File: src/design/asb_pkg.sv
package asb_pkg;

  // Request codes carried in req_type
  typedef enum logic [1:0] {
    REQ_BLEND = 2'd0,
    REQ_READ  = 2'd1,
    REQ_CLEAR = 2'd2,
    REQ_NONE  = 2'd3
  } req_type_e;

  // Work classified by the front end for the back end
  typedef enum logic [1:0] {
    OP_BLEND = 2'd0,
    OP_READ  = 2'd1,
    OP_CLEAR = 2'd2,
    OP_SKIP  = 2'd3
  } cmd_op_e;

  // Back-end sequencer states
  typedef enum logic {
    BS_IDLE = 1'b0,
    BS_EXEC = 1'b1
  } back_state_e;

  localparam int unsigned ChanMax = 255;

  typedef struct packed {
    logic [1:0]  req_type;
    logic [15:0] origin_x;
    logic [15:0] origin_y;
    logic [3:0]  texel_col;
    logic [3:0]  texel_row;
    logic [7:0]  texel_red;
    logic [7:0]  texel_green;
    logic [7:0]  texel_blue;
    logic [7:0]  tint_red;
    logic [7:0]  tint_green;
    logic [7:0]  tint_blue;
  } in_beat_t;

  typedef struct packed {
    logic [23:0] pixel_rgb;
    logic        in_bounds;
  } out_beat_t;

  // Classified command: operation and the tinted texel products
  typedef struct packed {
    cmd_op_e     op;
    logic [15:0] prod_red;
    logic [15:0] prod_green;
    logic [15:0] prod_blue;
  } cmd_t;

  // Saturating add of old + prod / 255; prod never exceeds 255 * 255
  function automatic logic [7:0] blend_chan(input logic [7:0] old_c, input logic [15:0] prod);
    logic [16:0] corr;
    logic [7:0]  quot;
    logic [8:0]  sum;
    corr = 17'(prod) + 17'(prod[15:8]) + 17'd1;
    quot = corr[15:8];
    sum  = 9'(old_c) + 9'(quot);
    blend_chan = (sum > 9'(ChanMax)) ? 8'(ChanMax) : sum[7:0];
  endfunction

endpackage

File: src/design/asb_front.sv
module asb_front #(
  parameter int unsigned SCREEN_COLS = 800,
  parameter int unsigned SCREEN_ROWS = 600,
  parameter int unsigned SPRITE_SIZE = 16,
  parameter int unsigned AddrW       = $clog2(SCREEN_COLS * SCREEN_ROWS)
) (
  input  asb_pkg::in_beat_t  in_data_i,
  output asb_pkg::cmd_t      cmd_o,
  output logic [AddrW-1:0]   addr_o
);
  import asb_pkg::*;

  localparam int unsigned ColW = $clog2(SCREEN_COLS);
  localparam int unsigned RowW = $clog2(SCREEN_ROWS);

  logic [15:0] tgt_x;
  logic [15:0] tgt_y;
  logic        is_blend;
  logic        in_sprite;
  logic        in_screen;
  logic [AddrW-1:0] lin_addr;

  // Form the target pixel, wrapping at 16 bits for blends
  assign is_blend  = (in_data_i.req_type == REQ_BLEND);
  assign tgt_x     = is_blend ? in_data_i.origin_x + 16'(in_data_i.texel_col)
                              : in_data_i.origin_x;
  assign tgt_y     = is_blend ? in_data_i.origin_y + 16'(in_data_i.texel_row)
                              : in_data_i.origin_y;
  assign in_sprite = (32'(in_data_i.texel_col) < SPRITE_SIZE) &&
                     (32'(in_data_i.texel_row) < SPRITE_SIZE);
  assign in_screen = (32'(tgt_x) < SCREEN_COLS) && (32'(tgt_y) < SCREEN_ROWS);

  // Row-major linear address
  assign lin_addr = AddrW'(tgt_y[RowW-1:0]) * AddrW'(SCREEN_COLS) + AddrW'(tgt_x[ColW-1:0]);

  // Classify the request
  always_comb begin
    cmd_o.prod_red   = 16'(in_data_i.texel_red)   * 16'(in_data_i.tint_red);
    cmd_o.prod_green = 16'(in_data_i.texel_green) * 16'(in_data_i.tint_green);
    cmd_o.prod_blue  = 16'(in_data_i.texel_blue)  * 16'(in_data_i.tint_blue);
    cmd_o.op         = OP_SKIP;
    case (in_data_i.req_type)
      REQ_BLEND: begin
        if (in_sprite && in_screen) cmd_o.op = OP_BLEND;
      end
      REQ_READ: begin
        if (in_screen) cmd_o.op = OP_READ;
      end
      REQ_CLEAR: begin
        if (in_screen) cmd_o.op = OP_CLEAR;
      end
      default: cmd_o.op = OP_SKIP;
    endcase
    addr_o = (cmd_o.op == OP_SKIP) ? '0 : lin_addr;
  end

endmodule

File: config.mk
export PLATFORM = sky130hd
export DESIGN_NAME = asb_front
export DESIGN_NICKNAME = d
export VERILOG_FILES = /design/src/design/asb_pkg.sv /design/src/design/asb_front.sv
export SDC_FILE = /design/constraint.sdc
export NUM_CORES = 1
export LEC_CHECK = 0
export BUFFER_PORTS_ARGS = -buffer_cell sky130_fd_sc_hd__buf_2
export CAP_MARGIN = 20
export CELL_PAD_IN_SITES_DETAIL_PLACEMENT = 0
export CELL_PAD_IN_SITES_GLOBAL_PLACEMENT = 1
export CORE_MARGIN = 1.5
export CORE_UTILIZATION = 44
export DETAILED_ROUTE_END_ITERATION = 16
export PLACE_DENSITY_LB_ADDON = 0.3
export SYNTH_ARGS = -nofsm -noshare
export SYNTH_HDL_FRONTEND = slang
export SYNTH_SLANG_ARGS = --single-unit
File: constraint.sdc
create_clock -name vclk -period 5.4
set_input_delay 0 -clock vclk [all_inputs]
set_output_delay 0 -clock vclk [all_outputs]
set_load 0.05 [all_outputs]
==> flow_summary.toml, run 1 <==
[synth]
yosysTopAreaCell = "fa_1"
ys_seq_area_share_pct = 0
ys_warn_count = 0
ys_types = 55
syn_avg_cell_area_um2 = 8.30
netlist.area_leader.share_pct = 27.9
synth_cells = 1004
synth_fp_nets = 1366
yosys-top-cells-area = "fa_1 28%, ha_1 23%, and2_1 8.9%"
netlist_area_mm2 = 0.00833
yosysMostFrequentCell = "inv_1"
yosys-top-cells-count = "176 x inv_1, 156 x ha_1, 119 x nand2_1, 118 x and2_1, 116 x fa_1"

[global_route]
grt_pass1_vias = 7133
grt_start_max_net_pins = 14
track_usage_pct = 19.4
grt_pass1_wl_mm = 32.5
grt.overflow.total = 0
antenna_found_initial = 0

[sta]
finalCritPeriodShare_pct = 88.6
worstMarginPinSlew_ns = 0.630
fin_tns_setup_ns = 0
drv_slew = 0
holdWs_ns = 0.414
fin_crit_ns = 4.78
fmax_mhz = 209
rsz0062_at_grt = "false"
setup_viol = 0
hold_viol_final = 0
slew-limit-headroom_pct = 58.0

[cells_and_area]
antenna_cells = 0
nClkBuffers = 0
final_cells = 1393
fillers = 1920
regArea_um2 = 0
final_layout_size_suffix_gt1_share_pct = 15.8
design.seq.count = 0
final_nets = 1523
area_delta_synth_final_pct = 12.9
multi_input_area_mm2 = 0.00763
post-route-util_pct = 50.5

[hold_path]
hp-class = "primary input to output pin"
holdPathStages = 4
hold_end = "addr_o[0]"
holdCritStartpoint = "in_data_i[72]"

[route]
viasPerCell = 5.05
wl_mm = 18.5
ant_nets = 0
vias = 7034
drc = 0
post_drt_wl_per_cell_um = 13.3
drt-initial-drc-count = 153
first_pass_iters = 4

[die]
dieArea_mm2 = 0.0198
die_w_um = 141
core.rowCount = 50
io_pins = 159
core_area_mm2 = 0.0186
initial_utilization_pct = 44.7
die_y_um = 141

[setup_path]
crit_required_ns = 5.40
slowest_stage = "fa_1"
worst-setup-path-type = "primary input to output pin"
crit_fanout = 7
max_stage_delay_ns = 0.49
crit_path_cell_trace = "buf_2 -> ha_1 -> a211oi_1 -> o21ba_2 -> nor2_1 -> xor2_1 -> inv_1 -> ha_1 -> inv_1 -> ha_1 -> inv_1 -> fa_1 -> inv_1 -> ha_1 -> nand3_1 -> o211ai_1 -> o21ai_0 -> a21oi_1 -> xor2_1 -> nand4_1 -> xnor3_1 -> nor2_1 -> buf_2"
endpoint_kind = "output pin"
start_kind = "primary input"
arrival_ns = 4.78

[clock_network]
holdBufCountCts = 0
cts_setup_buffers = 0
cts_resized = 0

[power_and_ir_drop]
total_power_mw = 3.62
ir_drop_mv = 0.521
power.density_mw_per_mm2 = 384
leakagePower_nw = 5.12

[run]
cap_violations = 0

[placed_design]
place_hpwl_mm = 16.6
numPlacedInstances = 1393
place.gp.congestion = 0.870
port_buffers = 159

[status]
status = "finished, final reports clean"
[where the power goes]
part | switching [mW] | internal (mW)
Combinational | 2.46 | 1.16
Clock | 0 | 0
Sequential | 0 | 0
Total | 2.46 | 1.16
[cells in the final DEF, fill, tap and decap left out, drive strengths merged, types with 14 or more instances in the layout]
cell,n
xor2,19
nand2,119
o21ai,14
ha,156
xnor2,52
a21oi,36
inv,176
nor2,50
and2,118
a21o,17
buf,161
fa,116
nand3,15
[worst max-delay path by stage]
stage | end | startpoint | slack [ns] | depth (start not counted)
after floorplan | addr_o[18] | in_data_i[48] | 0.66 | 22
after global placement | addr_o[18] | in_data_i[49] | 0.67 | 23
after detailed placement | addr_o[18] | in_data_i[48] | 0.61 | 23
after CTS | addr_o[18] | in_data_i[48] | 0.60 | 23
after global routing | addr_o[18] | in_data_i[49] | 0.21 | 23
final | addr_o[18] | in_data_i[49] | 0.62 | 23
[cell type report]
type / count / area share, %
inverter: 176 / 7.02
multi-input combinational: 822 / 81.0
timing repair buffer: 161 / 8.83
tap: 234 / 3.11
[metal layers]
layer  vias up  global-route usage, %  part of all wire, %  wire length, µm
met5         -                      0                    0                0
met4         0                   1.70                 0.86              159
met3        10                  0.645                  3.0              559
met2       135                   35.3                   49             9120
met1      3334                   26.6                   47             8690
li1       3555                      -                    -                -
[kinds of logic (layout without fill, tap and decap cells)]
group           Yosys count  count (layout)  share of synthesized area [%]
fa+ha+maj               272             272                           51.3
mux                       2               2                          0.240
xor+xnor                 72              72                           7.73
compound gates          116             116                           9.40
simple gates            360             360                           22.9
buf+inv                 182             337                           8.48
[worst max-delay path, delay by kind of cell]
kind,cells,cell delay [ns]
fa+ha+maj,5,1.73
compound gates,5,1.19
xor+xnor,3,0.85
buf+inv,6,0.59
simple gates,4,0.44
[through the flow]
stage / area [µm²] / worst slack, ns
6_report: 9410 / 0.617
5_1_grt: 9410 / 0.207
4_1_cts: 9410 / 0.603
3_5_place_dp: 9410 / 0.607
3_3_place_gp: 9380 / 0.669
2_1_floorplan: 8330 / 0.658
Note: power is estimated with default switching activity, not from simulation.
==> inputs of run 2 (changes only) <==
--- a/config.mk
+++ b/config.mk
@@ -13,6 +13,7 @@
 export CORE_UTILIZATION = 44
 export DETAILED_ROUTE_END_ITERATION = 16
 export PLACE_DENSITY_LB_ADDON = 0.3
+export RECOVER_POWER = 50
 export SYNTH_ARGS = -nofsm -noshare
 export SYNTH_HDL_FRONTEND = slang
 export SYNTH_SLANG_ARGS = --single-unit
==> run 2 against run 1 <==
Compared with the run above: total power is 0.96% lower; count of clock-buffer cells in the layout stayed put; setup slack got worse by 0.0066 ns; flip-flop and latch count unchanged; global-route usage unchanged; via count stayed put; critical path type unchanged; highest routed layer unchanged.
==> flow_summary.toml, run 2 (synthesized netlist as in run 1, its figures left out) <==
[status]
status = "finished, final reports clean"

[cells_and_area]
final_layout_size_suffix_gt1_share_pct = 12.9
post-route-util_pct = 50.2
antenna_cells = 0
design.seq.count = 0
multi_input_area_mm2 = 0.00763
area_delta_synth_final_pct = 12.4
layout_commonest_cell = "inv_1"
final_cells = 1393
fillers = 1937
regArea_um2 = 0
nClkBuffers = 0
final_nets = 1523
post-route-cell-area_mm2 = 0.00937
final_cell_mix = "176 x inv_1, 156 x ha_1, 126 x buf_2"

[setup_path]
critPathBufInv = 6
crit_family = "adder cells"
endpoint_kind = "output pin"
crit_cells = 23
crit_path_cell_trace = "buf_2 -> ha_1 -> a211oi_1 -> o21ba_2 -> nor2_1 -> xor2_1 -> inv_1 -> ha_1 -> inv_1 -> ha_1 -> inv_1 -> fa_1 -> inv_1 -> ha_1 -> nand3_1 -> o211ai_1 -> o21ai_0 -> a21oi_1 -> xor2_1 -> nand4_1 -> xnor3_1 -> nor2_1 -> buf_2"
worst-setup-path-type = "primary input to output pin"
crit_required_ns = 5.40
crit_fanout = 7
start_kind = "primary input"
max_stage_delay_ns = 0.49
arrival_ns = 4.79
slowest_stage = "fa_1"

[hold_path]
hp-class = "primary input to output pin"
hold_end = "addr_o[0]"
holdPathStages = 4
holdCritStartpoint = "in_data_i[72]"

[die]
die_w_um = 141
die_y_um = 141
io_pins = 159
initial_utilization_pct = 44.7
core_area_mm2 = 0.0186
core.rowCount = 50
dieArea_mm2 = 0.0198

[sta]
drv_slew = 0
rsz0062_at_grt = "false"
hold_viol_final = 0
worstMarginPinSlew_ns = 0.688
setup_viol = 0
finalCritPeriodShare_pct = 88.7
fin_tns_setup_ns = 0
fin_crit_ns = 4.79
holdWs_ns = 0.414
setup_ws_ns = 0.610
fmax_mhz = 209
slew-limit-headroom_pct = 54.3

[power_and_ir_drop]
switching_share_pct = 68.7
clock_power_share_pct = 0
p_sw_mw = 2.46
total_power_mw = 3.58
ir_drop_mv = 0.520
seq_power_share_pct = 0
leakagePower_nw = 5.01
p_int_mw = 1.12
power.density_mw_per_mm2 = 383
combPwrFrac_pct = 100.0

[global_route]
grt_pass1_wl_mm = 32.5
track_usage_pct = 19.4
grt_start_max_net_pins = 14
grt.overflow.total = 0
antenna_found_initial = 0
grt_pass1_vias = 7133

[route]
viasPerCell = 5.05
wl_mm = 18.6
first_pass_iters = 4
post_drt_wl_per_cell_um = 13.3
ant_nets = 0
drc = 0
drt-initial-drc-count = 164
vias = 7034

[placed_design]
pre_cts_ws_ns = 0.607
port_buffers = 159
numPlacedInstances = 1393
place.gp.congestion = 0.870
place_hpwl_mm = 16.6
dpl_cell_area_mm2 = 0.00941

[run]
cap_violations = 0

[clock_network]
cts_resized = 0
holdBufCountCts = 0
cts_setup_buffers = 0
-- run 2: worst max path at each step --
stage	slack, ns	startpoint	endpoint
finish	0.61	in_data_i[49]	addr_o[18]
global route	0.20	in_data_i[89]	addr_o[18]
CTS	0.60	in_data_i[48]	addr_o[18]
detailed placement	0.61	in_data_i[48]	addr_o[18]
global placement	0.67	in_data_i[49]	addr_o[18]
floorplan	0.66	in_data_i[48]	addr_o[18]
-- run 2: area by class of cell --
type               instances  share of cell area, %
repair buffers           161                   8.39
inverters                176                   7.05
multi-input cells        822                   81.4
well taps                234                   3.13
-- run 2: power groups by stage --
stage | clock, mW | combinational, mW | sequential [mW]
final | 0 | 3.58 | 0
after global routing | 0 | 3.96 | 0
after CTS | 0 | 3.67 | 0
after detailed placement | 0 | 3.64 | 0
after global placement | 0 | 3.62 | 0
after floorplan | 0 | 2.92 | 0
-- run 2: routing by layer --
layer  global-route usage [%]  vias to the layer above  part of all wire [%]
met5                        0                        -                     0
met4                     1.70                        0                  0.93
met3                    0.645                       11                   2.8
met2                     35.3                      121                    49
met1                     26.6                     3348                    47
li1                         -                     3554                     -
