<file path="src/design/asb_pkg.sv">
package asb_pkg;

  // Request codes carried in req_type
  typedef enum logic [1:0] {
    REQ_BLEND = 2'd0,
    REQ_READ  = 2'd1,
    REQ_CLEAR = 2'd2,
    REQ_NONE  = 2'd3
  } req_type_e;

  // Work classified by the front end for the back end
  typedef enum logic [1:0] {
    OP_BLEND = 2'd0,
    OP_READ  = 2'd1,
    OP_CLEAR = 2'd2,
    OP_SKIP  = 2'd3
  } cmd_op_e;

  // Back-end sequencer states
  typedef enum logic {
    BS_IDLE = 1'b0,
    BS_EXEC = 1'b1
  } back_state_e;

  localparam int unsigned ChanMax = 255;

  typedef struct packed {
    logic [1:0]  req_type;
    logic [15:0] origin_x;
    logic [15:0] origin_y;
    logic [3:0]  texel_col;
    logic [3:0]  texel_row;
    logic [7:0]  texel_red;
    logic [7:0]  texel_green;
    logic [7:0]  texel_blue;
    logic [7:0]  tint_red;
    logic [7:0]  tint_green;
    logic [7:0]  tint_blue;
  } in_beat_t;

  typedef struct packed {
    logic [23:0] pixel_rgb;
    logic        in_bounds;
  } out_beat_t;

  // Classified command: operation and the tinted texel products
  typedef struct packed {
    cmd_op_e     op;
    logic [15:0] prod_red;
    logic [15:0] prod_green;
    logic [15:0] prod_blue;
  } cmd_t;

  // Saturating add of old + prod / 255; prod never exceeds 255 * 255
  function automatic logic [7:0] blend_chan(input logic [7:0] old_c, input logic [15:0] prod);
    logic [16:0] corr;
    logic [7:0]  quot;
    logic [8:0]  sum;
    corr = 17'(prod) + 17'(prod[15:8]) + 17'd1;
    quot = corr[15:8];
    sum  = 9'(old_c) + 9'(quot);
    blend_chan = (sum > 9'(ChanMax)) ? 8'(ChanMax) : sum[7:0];
  endfunction

endpackage

</file>
<file path="src/design/asb_queue.sv">
module asb_queue #(
  parameter int unsigned Width = 8
) (
  input  logic             clk_i,
  input  logic             rst_ni,
  input  logic             push_i,
  input  logic [Width-1:0] push_data_i,
  output logic             full_o,
  input  logic             pop_i,
  output logic [Width-1:0] head_o,
  output logic             empty_o
);
  import asb_pkg::*;

  logic [Width-1:0] slot_q [2];
  logic             wr_ptr_q, wr_ptr_d;
  logic             rd_ptr_q, rd_ptr_d;
  logic [1:0]       count_q, count_d;

  assign full_o  = (count_q == 2'd2);
  assign empty_o = (count_q == 2'd0);
  assign head_o  = slot_q[rd_ptr_q];

  // Advance pointers and fill count
  always_comb begin
    wr_ptr_d = push_i ? ~wr_ptr_q : wr_ptr_q;
    rd_ptr_d = pop_i  ? ~rd_ptr_q : rd_ptr_q;
    count_d  = count_q + 2'(push_i) - 2'(pop_i);
  end

  always_ff @(posedge clk_i or negedge rst_ni) begin
    if (!rst_ni) begin
      wr_ptr_q <= 1'b0;
      rd_ptr_q <= 1'b0;
      count_q  <= 2'd0;
    end else begin
      wr_ptr_q <= wr_ptr_d;
      rd_ptr_q <= rd_ptr_d;
      count_q  <= count_d;
    end
  end

  // Hold the queued beats
  always_ff @(posedge clk_i) begin
    if (push_i) slot_q[wr_ptr_q] <= push_data_i;
  end

  a_no_overflow: assert property (@(posedge clk_i) disable iff (!rst_ni)
    !(push_i && full_o)) else $error("queue push while full");
  a_no_underflow: assert property (@(posedge clk_i) disable iff (!rst_ni)
    !(pop_i && empty_o)) else $error("queue pop while empty");
  a_count_range: assert property (@(posedge clk_i) disable iff (!rst_ni)
    count_q != 2'd3) else $error("queue count out of range");

endmodule

</file>
<file path="config.mk">
export PLATFORM = sky130hd
export DESIGN_NAME = asb_queue
export DESIGN_NICKNAME = d
export VERILOG_FILES = /design/src/design/asb_pkg.sv /design/src/design/asb_queue.sv
export SDC_FILE = /design/constraint.sdc
export NUM_CORES = 1
export LEC_CHECK = 0
export BUFFER_PORTS_ARGS = -buffer_cell sky130_fd_sc_hd__buf_2
export CAP_MARGIN = 25
export CORE_MARGIN = 10
export CORE_UTILIZATION = 32
export CTS_CLUSTER_DIAMETER = 100
export DETAILED_ROUTE_END_ITERATION = 6
export PLACE_DENSITY = 0.55
export SYNTH_ARGS = -nofsm -noshare
export SYNTH_HDL_FRONTEND = slang
export SYNTH_SLANG_ARGS = --single-unit
export TNS_END_PERCENT = 1
</file>
<file path="constraint.sdc">
create_clock -name clk_i -period 3.4 [get_ports clk_i]
set_clock_uncertainty 0.05 [all_clocks]
set_input_delay 0.51 -clock clk_i [delete_from_list [all_inputs] [get_ports clk_i]]
set_output_delay 0.51 -clock clk_i [all_outputs]
set_load 0.02 [all_outputs]
</file>
==> flow_summary.json, run 1 <==
{
  "outcome": "complete, no violations",
  "reg2reg_depth": 1,
  "post_cts_resize_count": 0,
  "synth_nets": 54,
  "cts.path.max_buffers": 2,
  "worstPathCellList": "mux2_4, buf_2",
  "ant_nets": 0,
  "io_pins": 22,
  "worst_path_max_delay_cell": "dfrtp_1",
  "area.sequential_um2": 580.6,
  "finalPower_mw": 0.7770,
  "root_buffer": "clkbuf_4",
  "fin_ws_ns": 1.370,
  "clk_pin_slew_ns": 0.11,
  "critical_path_class": "register to output port",
  "ys_seq_elements": 20,
  "worst_slew_pin_slew_ns": 0.7329,
  "worst_r2r_endpoint": "slot_q[0][0]",
  "layout_commonest_cell": "buf_2",
  "postCtsSetupBuffers": 0,
  "reg2reg_from": "wr_ptr_q",
  "yosys-top-cells-area": "edfxtp_1, mux2_4, dfrtp_1",
  "drc": 0,
  "routabilityCongestion": 0.6046,
  "diodes": 0,
  "final.setup.tns_ns": 0,
  "rows": 18,
  "first_iter_violations": 9,
  "drive_above_1_share": 0.4923,
  "grt_pass1_wl_um": 2007,
  "die_y_um": 70.26,
  "drv_cap": 0,
  "worstSetupEndpointType": "output port",
  "numPortBuffers": 21,
  "die_w_um": 70.26,
  "slew_headroom": 0.5104,
  "cts_tree": "yes",
  "fin_crit_ns": 2.030,
  "numCtsBuffers": 3,
  "first_pass_iters": 2,
  "place_ws_ns": 1.670,
  "dieArea_mm2": 0.004936,
  "synth_top_area_frac": 0.5944,
  "setup_viol": 0,
  "synth_cell_types": 11,
  "start_util": 0.3323,
  "start_kind": "register",
  "maxSlewViolCount": 0,
  "min_path_type": "input port to register",
  "area_delta_synth_final_pct": 20.74,
  "whs_path_depth": 1,
  "clk_latency_ns": 0.28,
  "netlist_area_um2": 808.3,
  "critPathMaxStageDelay_ns": 0.68,
  "via_per_inst": 4.274,
  "grt.total_usage": 0.05192,
  "synth.avg_cell_area_um2": 20.21,
  "cp_num_buf_inv": 1,
  "fillers": 238,
  "hold-path-endpoint": "slot_q[0][2]",
  "vias": 406,
  "ys_warn_count": 0,
  "wl_um": 1225,
  "required_ns": 2.84,
  "multi_input_area_um2": 209.0,
  "cts.sink_count": 20,
  "cp_top_family": "flip-flops",
  "post-route-period-util": 0.5970,
  "htreeDepth": 1,
  "rsz0062_at_grt": "no",
  "grt_pass1_vias": 456,
  "yosysTopAreaCell": "edfxtp_1",
  "crit_arrival_ns": 1.47,
  "yosysSeqAreaShare": 0.7183,
  "leakage_nw": 0.4249,
  "antenna_found_initial": 0,
  "core_area_mm2": 0.002432,
  "dp_hpwl_um": 979,
  "final_nets": 80,
  "holdCritStartpoint": "push_data_i[2]",
  "syn_inst": 40,
  "hold_violations": 0,
  "cp_max_fo": 9,
  "grt_overflow_total": 0,
  "wl_per_cell_um": 12.89,
  "grt_max_degree": 12,
  "reg2reg_slack_ns": 1.99,
  "irDropWorstVdd_v": 0.0004368,
  "powerDensity_mw_per_mm2": 796.2,
  "final_cell_mix": "buf_2, edfxtp_1, mux2_4",
  "fmax_mhz": 492.7
}
-- registers in the layout, indices dropped and copies added, names as in the netlist --
signal	flops
count_q	2
wr_ptr_q	1
slot_q	16
rd_ptr_q	1
-- logic make-up (layout without fill, tap and decap cells) --
logic type	count (synthesis)	after routing	synth area share
and+or+nand+nor	4	4	0.02786
muxes	8	8	0.1486
xor gates and xnor gates	3	3	0.05108
adders and majority gates	2	2	0.03095
buffers and inverters	3	28	0.02322
DFF	20	20	0.7183
-- where the power goes --
part           internal [mW]  switching [mW]  leakage [nW]
registers              0.333          0.0515         0.197
logic                  0.147           0.135         0.213
clock network         0.0455          0.0647        0.0150
-- worst max-delay path by stage --
stage / end / depth (start not counted) / startpoint
after floorplan: head_o[0] / 2 / rd_ptr_q
final: head_o[7] / 2 / rd_ptr_q
after global placement: head_o[7] / 2 / rd_ptr_q
after CTS: head_o[7] / 2 / rd_ptr_q
after global routing: head_o[7] / 2 / rd_ptr_q
after detailed placement: head_o[7] / 2 / rd_ptr_q
-- cells in the mapped netlist --
cell	number
inv_1	2
buf_6	1
nor2b_1	2
edfxtp_1	16
dfrtp_1	4
nor2_1	1
ha_1	2
xor3_1	1
xor2_1	2
mux2_4	8
and2_1	1
-- per-layer routing --
layer | wire, um | vias to the layer above | track usage
met5 | 0 | - | 0
met2 | 570 | 15 | 0.07485
met4 | 0 | 0 | 0.02632
met1 | 512 | 195 | 0.05698
met3 | 142 | 0 | 0.03390
li1 | - | 196 | -
-- area by class of cell --
type                            count  area share
Sequential cell                    20      0.5949
Multi-Input combinational cell     17      0.2141
Timing Repair Buffer               22      0.1179
Tap cell                           30     0.03846
Clock buffer                        4     0.02692
Inverter                            2    0.007692
-- through the flow --
step,hold WS [ns],util,cells,cell area [um2]
after global placement,0.2727,0.3863,90,939.7
after global routing,0.3280,0.4012,95,975.9
after floorplan,0.1644,-,40,808.3
after CTS,0.3361,0.4012,95,975.9
after detailed placement,0.2746,0.3863,90,939.7
final,0.3496,0.4012,95,975.9
-- repair_timing --
action / 4_1_cts / 5_1_grt
hold buffers: 1 / 0
setup endpoints to repair: 0 / 0
endpoints found under the hold margin: 4 / 0
No activity file was read; power rests on OpenSTA's default activity.
==> inputs of run 2 (changes only) <==
--- a/config.mk
+++ b/config.mk
@@ -11,7 +11,7 @@
 export CORE_UTILIZATION = 32
 export CTS_CLUSTER_DIAMETER = 100
 export DETAILED_ROUTE_END_ITERATION = 6
-export PLACE_DENSITY = 0.55
+export PLACE_DENSITY = 0.57
 export SYNTH_ARGS = -nofsm -noshare
 export SYNTH_HDL_FRONTEND = slang
 export SYNTH_SLANG_ARGS = --single-unit
==> constraint.sdc (replaced) <==
create_clock -name clk_i -period 1.78 [get_ports clk_i]
set_clock_uncertainty 0.05 [all_clocks]
set_input_delay 0.267 -clock clk_i [delete_from_list [all_inputs] [get_ports clk_i]]
set_output_delay 0.267 -clock clk_i [all_outputs]
set_load 0.02 [all_outputs]
==> run 2 against run 1 <==
Net effect:
- worst hold slack worse by 0.24 ns
- worst setup slack worse by 1.2 ns
- final cell count is 1.1% higher
- clock power grew to 3.3 times the previous value
- design area is 3.6% higher
- via count is 4.7% lower
- global-route usage hardly changed
- critical path type unchanged
- largest power group unchanged
==> flow_summary.json, run 2 (synthesized netlist as in run 1, its figures left out) <==
{
  "outcome": "complete, no violations",
  "place_ws_ns": 0.2911,
  "grt_pass1_wl_um": 2076,
  "grt_overflow_total": 0,
  "reg_top3": "slot_q (16), count_q (2)",
  "cts_tree": "yes",
  "fmax_mhz": 604.1,
  "critical_path_class": "register to output port",
  "wl_um": 1245,
  "cp_max_fo": 9,
  "irDropWorstVdd_v": 0.0007999,
  "io_pins": 22,
  "final_cells": 96,
  "fin_ws_ns": 0.1246,
  "leakage_nw": 0.4420,
  "fin_crit_ns": 1.655,
  "critPathMaxStageDelay_ns": 0.56,
  "cts.sink_count": 20,
  "drc": 0,
  "largest_register_ffs": 16,
  "postCtsSetupBuffers": 0,
  "slew_headroom": 0.7458,
  "rows": 18,
  "wl_per_cell_um": 12.97,
  "required_ns": 1.46,
  "clk_latency_ns": 0.29,
  "start_kind": "register",
  "maxSlewViolCount": 0,
  "layout_commonest_cell": "buf_2",
  "hold_violations": 0,
  "drive_above_1_share": 0.5303,
  "min_path_type": "input port to register",
  "first_iter_violations": 15,
  "root_buffer": "clkbuf_4",
  "area_delta_synth_final_pct": 25.08,
  "final_area_mm2": 0.001011,
  "grt_max_degree": 13,
  "fillers": 239,
  "worst_path_max_delay_cell": "dfrtp_2",
  "cts.path.max_buffers": 2,
  "final_nets": 81,
  "start_util": 0.3323,
  "die_w_um": 70.26,
  "numCtsBuffers": 3,
  "htreeDepth": 1,
  "setup_viol": 0,
  "ant_nets": 0,
  "rsz0062_at_grt": "no",
  "die_y_um": 70.26,
  "antenna_found_initial": 0,
  "post-route-period-util": 0.9300,
  "crit_arrival_ns": 1.34,
  "routabilityCongestion": 0.5823,
  "final.setup.tns_ns": 0,
  "dp.cells": 91,
  "worstSetupEndpointType": "output port",
  "grt_pass1_vias": 458,
  "drv_cap": 0,
  "diodes": 0,
  "worst_slew_pin_slew_ns": 0.3812,
  "worstPathCellList": "mux2_4, buf_2",
  "final_cell_mix": "buf_2, edfxtp_1, mux2_4",
  "placedInstanceArea_um2": 947.2,
  "numPortBuffers": 21,
  "first_pass_iters": 2,
  "grt.total_usage": 0.05228,
  "clk_pin_slew_ns": 0.12,
  "powerDensity_mw_per_mm2": 1626,
  "vias": 387,
  "via_per_inst": 4.031,
  "top_register": "slot_q",
  "core_area_mm2": 0.002432,
  "dieArea_mm2": 0.004936,
  "whs_ns": 0.1048
}
-- run 2: through the flow --
step / utilization / power (mW)
2_1_floorplan: - / 1.161
3_3_place_gp: 0.3894 / 1.301
3_5_place_dp: 0.3894 / 1.313
4_1_cts: 0.4156 / 1.672
5_1_grt: 0.4156 / 1.749
6_report: 0.4156 / 1.644
-- run 2: critical path: cells and delay by family (launching register included) --
family,cells,cell delay (ns)
buf+inv,1,0.16
mux,1,0.32
flops,1,0.56
-- run 2: area by class of cell --
| class | instances | area (um2) | area share |
|---|---|---|---|
| repair buffers | 23 | 122.6 | 0.1213 |
| inverters | 2 | 7.507 | 0.007426 |
| well taps | 30 | 37.54 | 0.03713 |
| clock inverters | 1 | 30.03 | 0.02970 |
| flip-flops and latches | 20 | 581.8 | 0.5755 |
| multi-input cells | 17 | 209.0 | 0.2067 |
| clock buffers | 3 | 22.52 | 0.02228 |
-- run 2: repair_timing --
item                                    in CTS  in global routing
resized for setup                            1                  0
endpoints found under the hold margin        4                  0
endpoints found under the setup margin       8                  0
hold buffers                                 1                  0
-- run 2: worst paths after layout --
check,start,cells past startpoint,slack (ns),to
max,rd_ptr_q,2,0.12,head_o[0]
min,pop_i,2,0.10,rd_ptr_q
max reg2reg,count_q[0],5,0.52,count_q[1]
min reg2reg,wr_ptr_q,1,0.45,wr_ptr_q
max in group asynchronous,rst_ni,2,1.31,rd_ptr_q
min in group asynchronous,rst_ni,2,0.24,count_q[0]
-- run 2: where the power goes --
group	switching (mW)	internal, mW	leakage (nW)
logic	0.260	0.287	0.218
registers	0.0995	0.638	0.196
clock network	0.131	0.227	0.0279
-- run 2: layer usage --
metal,vias to the layer above,track usage,routed length (um)
met5,-,0,0
met4,0,0.02632,9
met3,2,0.02401,92
met2,15,0.07784,562
met1,173,0.06122,581
li1,197,-,-
